## config.mk

```make
export PLATFORM = sky130hd
export DESIGN_NAME = ultrasonic_level_averager_unit
export DESIGN_NICKNAME = d
export VERILOG_FILES = /design/src/rtl/ulavg_pkg.sv /design/src/rtl/ulavg_sdiv.sv /design/src/rtl/ultrasonic_level_averager_unit.sv
export VERILOG_INCLUDE_DIRS = /design/src /design/src/rtl
export SDC_FILE = /design/constraint.sdc
export NUM_CORES = 1
export LEC_CHECK = 0
export BUFFER_PORTS_ARGS = -buffer_cell sky130_fd_sc_hd__buf_2
export CORE_ASPECT_RATIO = 1.2
export CORE_UTILIZATION = 55
export DETAILED_ROUTE_END_ITERATION = 16
export PLACE_DENSITY_LB_ADDON = 0.1
export SLEW_MARGIN = 20
export SYNTH_ARGS = -nofsm -noshare
export SYNTH_HDL_FRONTEND = slang
export SYNTH_SLANG_ARGS = --single-unit
export TNS_END_PERCENT = 30
```

## constraint.sdc

```tcl
create_clock -name clk -period 3.7 [get_ports clk]
set_clock_uncertainty 0.15 [all_clocks]
set_input_delay 0.37 -clock clk [delete_from_list [all_inputs] [get_ports clk]]
set_output_delay 0.37 -clock clk [all_outputs]
set_load 0.005 [all_outputs]
```

## src/rtl/ultrasonic_level_averager_unit_assert.svh

```systemverilog
// ----------------------------------------------------------------------------
// Ultrasonic level averager assertion macros
// Shared property forms for the averager's concurrent checks.
// ----------------------------------------------------------------------------
`ifndef ULTRASONIC_LEVEL_AVERAGER_UNIT_ASSERT_SVH
`define ULTRASONIC_LEVEL_AVERAGER_UNIT_ASSERT_SVH

// same-cycle implication, checked out of reset
`define ULAVG_ASSERT_NOW(label, ante, cons) \
	label: assert property (@(posedge clk) disable iff (!arst_n) (ante) |-> (cons)) \
		else $error("ulavg: same-cycle check failed");

// next-cycle implication, checked out of reset
`define ULAVG_ASSERT_NEXT(label, ante, cons) \
	label: assert property (@(posedge clk) disable iff (!arst_n) (ante) |=> (cons)) \
		else $error("ulavg: next-cycle check failed");

`endif

```

## src/rtl/ulavg_pkg.sv

```systemverilog
// ----------------------------------------------------------------------------
// Ultrasonic level averager package
// Widths, constants, register indexes and types shared by the averager.
// ----------------------------------------------------------------------------
`default_nettype none

package ulavg_pkg;

	localparam int ULAVG_SAMPLES = 8;

	localparam int ECHO_W  = 16;
	localparam int RANGE_W = 11;
	localparam int CM_W    = 11;
	localparam int SUM_W   = 17;
	localparam int SMP_W   = 7;
	localparam int LEVEL_W = 7;
	localparam int CFG_IW  = 2;
	localparam int CM_NW   = 9;

	localparam logic [CM_NW-1:0] CM_NUM  = 9'd343;
	localparam logic [SUM_W-1:0] CM_DEN  = 17'd20000;
	localparam logic [SMP_W-1:0] PCT_MUL = 7'd100;

	localparam logic [RANGE_W-1:0] RANGE_HIGH_RST = 11'd200;
	localparam logic [RANGE_W-1:0] RANGE_LOW_RST  = 11'd20;

	localparam int DIV_NW = 25;
	localparam int DIV_DW = SUM_W;
	localparam int DIV_CW = $clog2(DIV_NW);

	localparam logic [CFG_IW-1:0] REG_RANGE_HIGH = 2'd0;
	localparam logic [CFG_IW-1:0] REG_RANGE_LOW  = 2'd1;

	typedef enum logic [2:0] {
		ST_IDLE,
		ST_CONV,
		ST_TOTALS,
		ST_CHECK,
		ST_START,
		ST_LEVEL,
		ST_EMIT
	} ulavg_state_t;

	typedef struct packed {
		logic busy;
		logic done;
	} sdiv_stat_t;

endpackage

`default_nettype wire

```

## src/rtl/ulavg_sdiv.sv

```systemverilog
// ----------------------------------------------------------------------------
// Ultrasonic level averager serial divider
// Restoring divider, one quotient bit per cycle for a DIV_NW-bit quotient.
// ----------------------------------------------------------------------------
`default_nettype none

module ulavg_sdiv import ulavg_pkg::*; (
	input  logic              clk,
	input  logic              arst_n,
	input  logic              start,
	input  logic [DIV_NW-1:0] dividend,
	input  logic [DIV_DW-1:0] divisor,
	output sdiv_stat_t        stat,
	output logic [DIV_NW-1:0] quotient
);

	logic [DIV_NW-1:0] shift_q;
	logic [DIV_DW-1:0] rem_q;
	logic [DIV_DW-1:0] dsr_q;
	logic [DIV_CW-1:0] cnt_q;
	logic              busy_q;
	logic              done_q;
	logic [DIV_DW:0]   trial;
	logic [DIV_DW+1:0] diff;
	logic              ge;

	assign trial = {rem_q, shift_q[DIV_NW-1]};
	assign diff  = {1'b0, trial} - {2'b00, dsr_q};
	assign ge    = !diff[DIV_DW+1];

	always_ff @(posedge clk or negedge arst_n) begin
		if (!arst_n) begin
			busy_q <= 1'b0;
			done_q <= 1'b0;
			cnt_q  <= '0;
		end else begin
			done_q <= 1'b0;
			if (start) begin
				busy_q <= 1'b1;
				cnt_q  <= '0;
			end else if (busy_q) begin
				cnt_q <= cnt_q + 1'b1;
				if (cnt_q == DIV_CW'(DIV_NW - 1)) begin
					busy_q <= 1'b0;
					done_q <= 1'b1;
				end
			end
		end
	end

	always_ff @(posedge clk) begin
		if (start) begin
			shift_q <= dividend;
			rem_q   <= '0;
			dsr_q   <= divisor;
		end else if (busy_q) begin
			shift_q <= {shift_q[DIV_NW-2:0], ge};
			rem_q   <= ge ? diff[DIV_DW-1:0] : trial[DIV_DW-1:0];
		end
	end

	assign stat.busy = busy_q;
	assign stat.done = done_q;
	assign quotient  = shift_q;

endmodule

`default_nettype wire

```

## src/rtl/ultrasonic_level_averager_unit.sv

```systemverilog
// ----------------------------------------------------------------------------
// Ultrasonic level averager
// Converts echo widths to centimetres, averages SAMPLES of them and reports
// the tank level in percent of the configured span, or a sensor error.
// ----------------------------------------------------------------------------
// Input channel in_valid/in_ready carries echo_time_us; one transfer per echo.
// Output channel out_valid/out_ready carries level_percent and sensor_error;
// one transfer per group of SAMPLES echoes, on the last echo of the group.
// cfg_we/cfg_index/cfg_data write range_high_cm (index 0) and range_low_cm
// (index 1); other indexes are ignored. Write only while the block is idle.
// Each echo holds in_ready low after its transfer while the shared
// bit-serial divider turns the echo into centimetres.
// After the last echo of a group the block steps through three setup
// states (ST_TOTALS, ST_CHECK, ST_START), a second pass of the same divider
// in ST_LEVEL, and ST_EMIT, which waits for the output register to free,
// loads it and raises out_valid. A sensor error skips ST_START and the
// divider and goes from ST_CHECK straight to ST_EMIT.
// One echo is in work at a time. The result sits in an output register, so
// in_ready returns while an earlier result still waits; if the receiver
// stalls with a result waiting, the next result is held inside until the
// output register frees.
// Reset clears the sample count and sum, drops out_valid and restores the
// ranges to 200 cm and 20 cm.
// ----------------------------------------------------------------------------
`default_nettype none
`include "ultrasonic_level_averager_unit_assert.svh"

module ultrasonic_level_averager_unit import ulavg_pkg::*; #(
	parameter int SAMPLES = ULAVG_SAMPLES
) (
	input  logic               clk,
	input  logic               arst_n,
	input  logic               in_valid,
	output logic               in_ready,
	input  logic [ECHO_W-1:0]  echo_time_us,
	output logic               out_valid,
	input  logic               out_ready,
	output logic [LEVEL_W-1:0] level_percent,
	output logic               sensor_error,
	input  logic               cfg_we,
	input  logic [CFG_IW-1:0]  cfg_index,
	input  logic [RANGE_W-1:0] cfg_data
);

	localparam int CNT_W = (SAMPLES > 1) ? $clog2(SAMPLES) : 1;
	localparam logic [CNT_W-1:0] CNT_LAST = CNT_W'(SAMPLES - 1);
	localparam logic [SMP_W-1:0] SAMPLES_V = SMP_W'(SAMPLES);

	ulavg_state_t state_q, state_d;

	logic [RANGE_W-1:0] range_high_q;
	logic [RANGE_W-1:0] range_low_q;
	logic [CNT_W-1:0]   count_q;
	logic [SUM_W-1:0]   sum_q;
	logic [SUM_W-1:0]   hi_tot_q;
	logic [SUM_W-1:0]   lo_tot_q;
	logic [SUM_W-1:0]   diff_q;
	logic [SUM_W-1:0]   den_q;
	logic [LEVEL_W-1:0] res_level_q;
	logic               res_err_q;
	logic [LEVEL_W-1:0] level_q;
	logic               err_q;
	logic               out_valid_q;

	logic                       div_start;
	logic [DIV_NW-1:0]          div_dividend;
	logic [DIV_DW-1:0]          div_divisor;
	logic [DIV_NW-1:0]          div_quot;
	sdiv_stat_t                 div_st;
	logic [DIV_NW-1:0]          echo_prod;
	logic [RANGE_W+SMP_W-1:0]   hi_prod;
	logic [RANGE_W+SMP_W-1:0]   lo_prod;
	logic [SUM_W+SMP_W-1:0]     num_prod;
	logic [SUM_W-1:0]           new_sum;
	logic                       range_err;
	logic                       out_free;
	logic                       in_xfer;

	assign echo_prod = DIV_NW'({{CM_NW{1'b0}}, echo_time_us} * {{ECHO_W{1'b0}}, CM_NUM});
	assign hi_prod   = {{SMP_W{1'b0}}, range_high_q} * {{RANGE_W{1'b0}}, SAMPLES_V};
	assign lo_prod   = {{SMP_W{1'b0}}, range_low_q} * {{RANGE_W{1'b0}}, SAMPLES_V};
	assign num_prod  = {{SMP_W{1'b0}}, diff_q} * {{SUM_W{1'b0}}, PCT_MUL};
	assign new_sum   = sum_q + SUM_W'(div_quot[CM_W-1:0]);
	assign range_err = (range_high_q == range_low_q) || (sum_q > hi_tot_q)
		|| (sum_q < lo_tot_q);
	assign out_free  = !out_valid_q || out_ready;
	assign in_xfer   = in_valid && in_ready;

	ulavg_sdiv u_sdiv (
		.clk      (clk),
		.arst_n   (arst_n),
		.start    (div_start),
		.dividend (div_dividend),
		.divisor  (div_divisor),
		.stat     (div_st),
		.quotient (div_quot)
	);

	always_comb begin
		state_d      = state_q;
		in_ready     = 1'b0;
		div_start    = 1'b0;
		div_dividend = echo_prod;
		div_divisor  = CM_DEN;
		case (state_q)
			ST_IDLE: begin
				in_ready  = 1'b1;
				div_start = in_valid;
				if (in_valid) begin
					state_d = ST_CONV;
				end
			end
			ST_CONV: begin
				if (div_st.done) begin
					state_d = (count_q == CNT_LAST) ? ST_TOTALS : ST_IDLE;
				end
			end
			ST_TOTALS: begin
				state_d = ST_CHECK;
			end
			ST_CHECK: begin
				state_d = range_err ? ST_EMIT : ST_START;
			end
			ST_START: begin
				div_start    = 1'b1;
				div_dividend = DIV_NW'(num_prod);
				div_divisor  = den_q;
				state_d      = ST_LEVEL;
			end
			ST_LEVEL: begin
				if (div_st.done) begin
					state_d = ST_EMIT;
				end
			end
			ST_EMIT: begin
				if (out_free) begin
					state_d = ST_IDLE;
				end
			end
			default: begin
				state_d = ST_IDLE;
			end
		endcase
	end

	always_ff @(posedge clk or negedge arst_n) begin
		if (!arst_n) begin
			state_q      <= ST_IDLE;
			range_high_q <= RANGE_HIGH_RST;
			range_low_q  <= RANGE_LOW_RST;
			count_q      <= '0;
			sum_q        <= '0;
			out_valid_q  <= 1'b0;
		end else begin
			state_q <= state_d;
			if (cfg_we && cfg_index == REG_RANGE_HIGH) begin
				range_high_q <= cfg_data;
			end
			if (cfg_we && cfg_index == REG_RANGE_LOW) begin
				range_low_q <= cfg_data;
			end
			if (state_q == ST_CONV && div_st.done) begin
				sum_q   <= new_sum;
				count_q <= (count_q == CNT_LAST) ? '0 : count_q + 1'b1;
			end
			if (state_q == ST_CHECK) begin
				sum_q <= '0;
			end
			if (state_q == ST_EMIT && out_free) begin
				out_valid_q <= 1'b1;
			end else if (out_ready) begin
				out_valid_q <= 1'b0;
			end
		end
	end

	always_ff @(posedge clk) begin
		if (state_q == ST_TOTALS) begin
			hi_tot_q <= hi_prod[SUM_W-1:0];
			lo_tot_q <= lo_prod[SUM_W-1:0];
		end
		if (state_q == ST_CHECK) begin
			diff_q      <= hi_tot_q - sum_q;
			den_q       <= hi_tot_q - lo_tot_q;
			res_level_q <= '0;
			res_err_q   <= range_err;
		end
		if (state_q == ST_LEVEL && div_st.done) begin
			res_level_q <= div_quot[LEVEL_W-1:0];
			res_err_q   <= 1'b0;
		end
		if (state_q == ST_EMIT && out_free) begin
			level_q <= res_level_q;
			err_q   <= res_err_q;
		end
	end

	assign out_valid     = out_valid_q;
	assign level_percent = level_q;
	assign sensor_error  = err_q;

	`ULAVG_ASSERT_NOW(a_idle_div_quiet, in_ready, !div_st.busy)
	`ULAVG_ASSERT_NOW(a_done_in_wait, div_st.done, state_q == ST_CONV || state_q == ST_LEVEL)
	`ULAVG_ASSERT_NEXT(a_one_in_work, in_xfer, !in_ready)
	`ULAVG_ASSERT_NOW(a_err_zero_level, out_valid && sensor_error, level_percent == '0)

endmodule

`default_nettype wire
```

==> results.sh <==
export IMPL_totalWireLength_um=28800
export IMPL_hold_path_class="in2reg"
export IMPL_cp_cell_sequence="buf_12 -> clkinvlp_4 -> fa_1 -> inv_2 -> ha_4 -> inv_2 -> fa_1 -> fa_1 -> inv_2 -> ha_4 -> a21oi_4 -> o211ai_1 -> nand3_2 -> a311oi_4 -> o21ai_2 -> mux2i_1 -> a221o_1"
export IMPL_fmax_mhz=245
export IMPL_maxCapViolations=0
export IMPL_grt_pass1_wl_um=48800
export IMPL_p_sw_mw=3.98
export IMPL_nets=1837
export IMPL_relSlewSlack_pct=35.9
export IMPL_place_hpwl_um=23000
export IMPL_rsz0062_at_grt="true"
export IMPL_period_minus_slack_ps=4080
export IMPL_vias=10000
export IMPL_grtUsageTotal_pct=23.6
export IMPL_async_flop_share_pct=30.3
export IMPL_first_iter_violations=443
export IMPL_core_area_um2=24900
export IMPL_ant_nets=0
export IMPL_crit_type="in2reg"
export IMPL_setup_slack_ps=-378
export IMPL_cts_tree="built"
export IMPL_crit_path_max_incr_delay_ps=520
export IMPL_synthTopCellsByArea="edfxtp_1 22%, ha_1 17%, fa_1 9.4%, dfrtp_1 8.6%, inv_1 6.1%"
export IMPL_hold_viol_final=0
export IMPL_fin_area_um2=16400
export IMPL_critical_path_slowest_cell="fa_1"
export IMPL_io_buffers=43
export IMPL_ys_seq_area_share_pct=34.3
export IMPL_dpl_cell_area_um2=15600
export IMPL_tightest_slew_ps=961
export IMPL_cts_sinks=175
export IMPL_row_count=63
export IMPL_drv_slew=0
export IMPL_start_util_pct=56.4
export IMPL_die_area_um2=26200
export IMPL_drtPass1Iterations=5
export IMPL_antenna_found_initial=0
export IMPL_power_density_nw_per_um2=622
export IMPL_clk_pin_slew_ps=60
export IMPL_synth_ff_type="edfxtp_1"
export IMPL_syn_inst=1398
export IMPL_yosysTopAreaCell="edfxtp_1"
export IMPL_ir_worst_vdd_uv=441
export IMPL_path_delay_family="adder cells"
export IMPL_hold_ws_ps=23.3
export IMPL_cp_max_fo=4
export IMPL_synth_area_um2=14000
export IMPL_grt_overflow=0
export IMPL_gp_routability_congestion=0.865
export IMPL_endpoint_kind="flop"
export IMPL_cts_root_buffer="clkbuf_16"
export IMPL_fillCellCount=2034
export IMPL_yosys_warnings=0
export IMPL_wl_per_cell_um=15.3
export IMPL_final_seq_area_um2=4820
export IMPL_clockPowerShare_pct=17.1
export IMPL_die_y_um=177
export IMPL_grt_max_degree=44
export IMPL_required_ps=3740
export IMPL_syn2layout_area_growth_pct=17.0
export IMPL_synth_top_cell_area_share_pct=22.2
export IMPL_grt_pass1_vias=10300
export IMPL_cts_max_path_buffers=2
export IMPL_drc=0
export IMPL_p_comb_share_pct=53.5
export IMPL_start_kind="input port"
export IMPL_crit_buf_inv=5
export IMPL_cp_arrival_ps=4120
export IMPL_mappedNetlistNets=1688
export IMPL_seqPwrFrac_pct=29.4
export IMPL_htreeDepth=4
export IMPL_die_x_um=148
export IMPL_setup_viol=14
export IMPL_io_pins=44
export IMPL_total_leakage_power_nw=7.72
export IMPL_avgSynthCellArea_um2=10.0
export IMPL_clock_latency_ps=440
export IMPL_p_int_mw=6.25
export IMPL_drive_above_1_share_pct=19.0
export IMPL_numCtsBuffers=17
export IMPL_via_per_inst=5.33
export IMPL_diodes=0
export IMPL_multi_input_area_um2=8660
export IMPL_ys_seq_elements=175
export IMPL_yosysUniqueCellTypes=80
export IMPL_synth_edf_count=104
export IMPL_outcome="finished, violations left"
export IMPL_switching_share_pct=38.9
export IMPL_post_route_period_util_pct=110
export IMPL_violations="setup timing"
cell type report:
type                            instances  share of cell area [%]
Clock buffer                           23                    3.07
Clock inverter                          9                   0.403
Inverter                              230                    5.30
Multi-Input combinational cell        967                    52.7
Sequential cell                       175                    29.3
Tap cell                              325                    2.47
Timing Repair Buffer                  156                    6.80
per-stage QoR:
step,setup WS [ps],power [mW],utilization (%),std cells,TNS [ps]
after detailed placement,-944,8.29,62.5,1849,-12270
final,-378,10.2,66.0,1885,-3420
after CTS,-427,10.2,65.4,1884,-3640
after global placement,-900,8.19,62.5,1849,-11690
after floorplan,-425,6.81,-,1398,-3780
after global routing,-568,11.1,66.0,1885,-5840
state kept, by name, summed over array words and instances, names as in the netlist, 12 cells and up:
name and cells:
den_q 12, diff_q 17, sum_q 17, u_sdiv.dsr_q 13, u_sdiv.quotient 25, u_sdiv.rem_q 17
cells in the final DEF (no fill, tap or decap), drive strengths merged, types with 5 or more instances in the layout:
| cell type | netlist | layout |
|---|---|---|
| o31ai | 5 | 5 |
| edfxtp | 104 | 104 |
| xor2 | 38 | 38 |
| a21boi | 11 | 11 |
| fa | 66 | 66 |
| o211ai | 7 | 7 |
| nor4 | 7 | 7 |
| a31oi | 8 | 8 |
| a211oi | 16 | 16 |
| o22ai | 5 | 5 |
| nand2 | 74 | 74 |
| mux2 | 24 | 24 |
| mux2i | 22 | 22 |
| o21a | 12 | 12 |
| nor3 | 26 | 26 |
| dfrtp | 48 | 48 |
| or3 | 11 | 11 |
| xnor2 | 37 | 37 |
| o21ai | 74 | 74 |
| or2 | 7 | 7 |
| dfxtp | 18 | 18 |
| nand4 | 6 | 6 |
| and2 | 13 | 13 |
| nor2b | 11 | 11 |
| clkbuf | 23 | 23 |
| nor2 | 87 | 87 |
| nand3 | 20 | 20 |
| and3 | 14 | 14 |
| o41ai | 6 | 6 |
| buf | 3 | 155 |
| inv | 228 | 233 |
| a21oi | 69 | 69 |
| nand2b | 17 | 17 |
| nor3b | 7 | 7 |
| ha | 190 | 190 |
| dfstp | 5 | 5 |
| a21o | 29 | 29 |
metal layers:
| metal | GRT usage, % | wire, um | vias up |
|---|---|---|---|
| met5 | 0 | 0 | - |
| li1 | - | - | 5132 |
| met4 | 7.52 | 620 | 0 |
| met3 | 2.99 | 736 | 36 |
| met2 | 43.2 | 14800 | 133 |
| met1 | 28.5 | 12700 | 4747 |
power by group through the flow:
| stage | Clock [mW] | Combinational [mW] | Sequential [mW] |
|---|---|---|---|
| after floorplan | 0 | 3.95 | 2.86 |
| after global placement | 0 | 5.16 | 3.03 |
| after detailed placement | 0 | 5.24 | 3.04 |
| after CTS | 1.79 | 5.39 | 3.01 |
| after global routing | 1.86 | 6.19 | 3.06 |
| final | 1.75 | 5.47 | 3.01 |
cell families (layout without fill, tap and decap cells):
family,count (synthesis),count (layout),synth area share (%)
xor+xnor,75,75,4.68
buf+inv,256,418,6.91
fa+ha+maj,256,256,26.3
compound gates,279,279,13.4
flops,175,175,34.3
simple gates,311,311,10.9
mux,46,46,3.49
timing repair:
item / in CTS / in global routing
endpoints found under the hold margin: 37 / 0
hold buffers: 1 / 0
endpoints found under the setup margin: 14 / 16
pin swaps: 21 / 16
buffers inserted: 2 / 1
gates resized for setup: 23 / 30
Yosys cell counts (13+ instances only):
master	count
inv_1	228
ha_1	190
edfxtp_1	104
nor2_1	87
nand2_1	74
fa_1	66
a21oi_1	65
o21ai_0	65
dfrtp_1	48
xor2_1	38
xnor2_1	37
a21o_1	29
mux2_2	24
nor3_1	24
clkbuf_1	23
mux2i_1	22
nand3_1	20
dfxtp_1	18
nand2b_1	17
and3_1	14
a211oi_1	13
and2_1	13
final timing paths:
check / start / to / slack [ps] / cells after the start
setup / recovery: echo_time_us[5] / u_sdiv.quotient[24]$_DFFE_PP_ / -380 / 17
hold / removal: cfg_data[3] / range_high_q[3]$_DFFE_PN1P_ / 20 / 2
setup reg to reg: diff_q[2]$_DFFE_PP_ / u_sdiv.quotient[23]$_DFFE_PP_ / -280 / 14
hold reg to reg: res_level_q[6]$_SDFFCE_PN0P_ / level_percent[6]$_DFFE_PP_ / 270 / 0
max in group asynchronous: arst_n / sum_q[15]$_DFFE_PN0P_ / 2180 / 3
min in group asynchronous: arst_n / u_sdiv.cnt_q[4]$_DFFE_PN0P_ / 470 / 2
No activity file was read; power rests on OpenSTA's default activity.
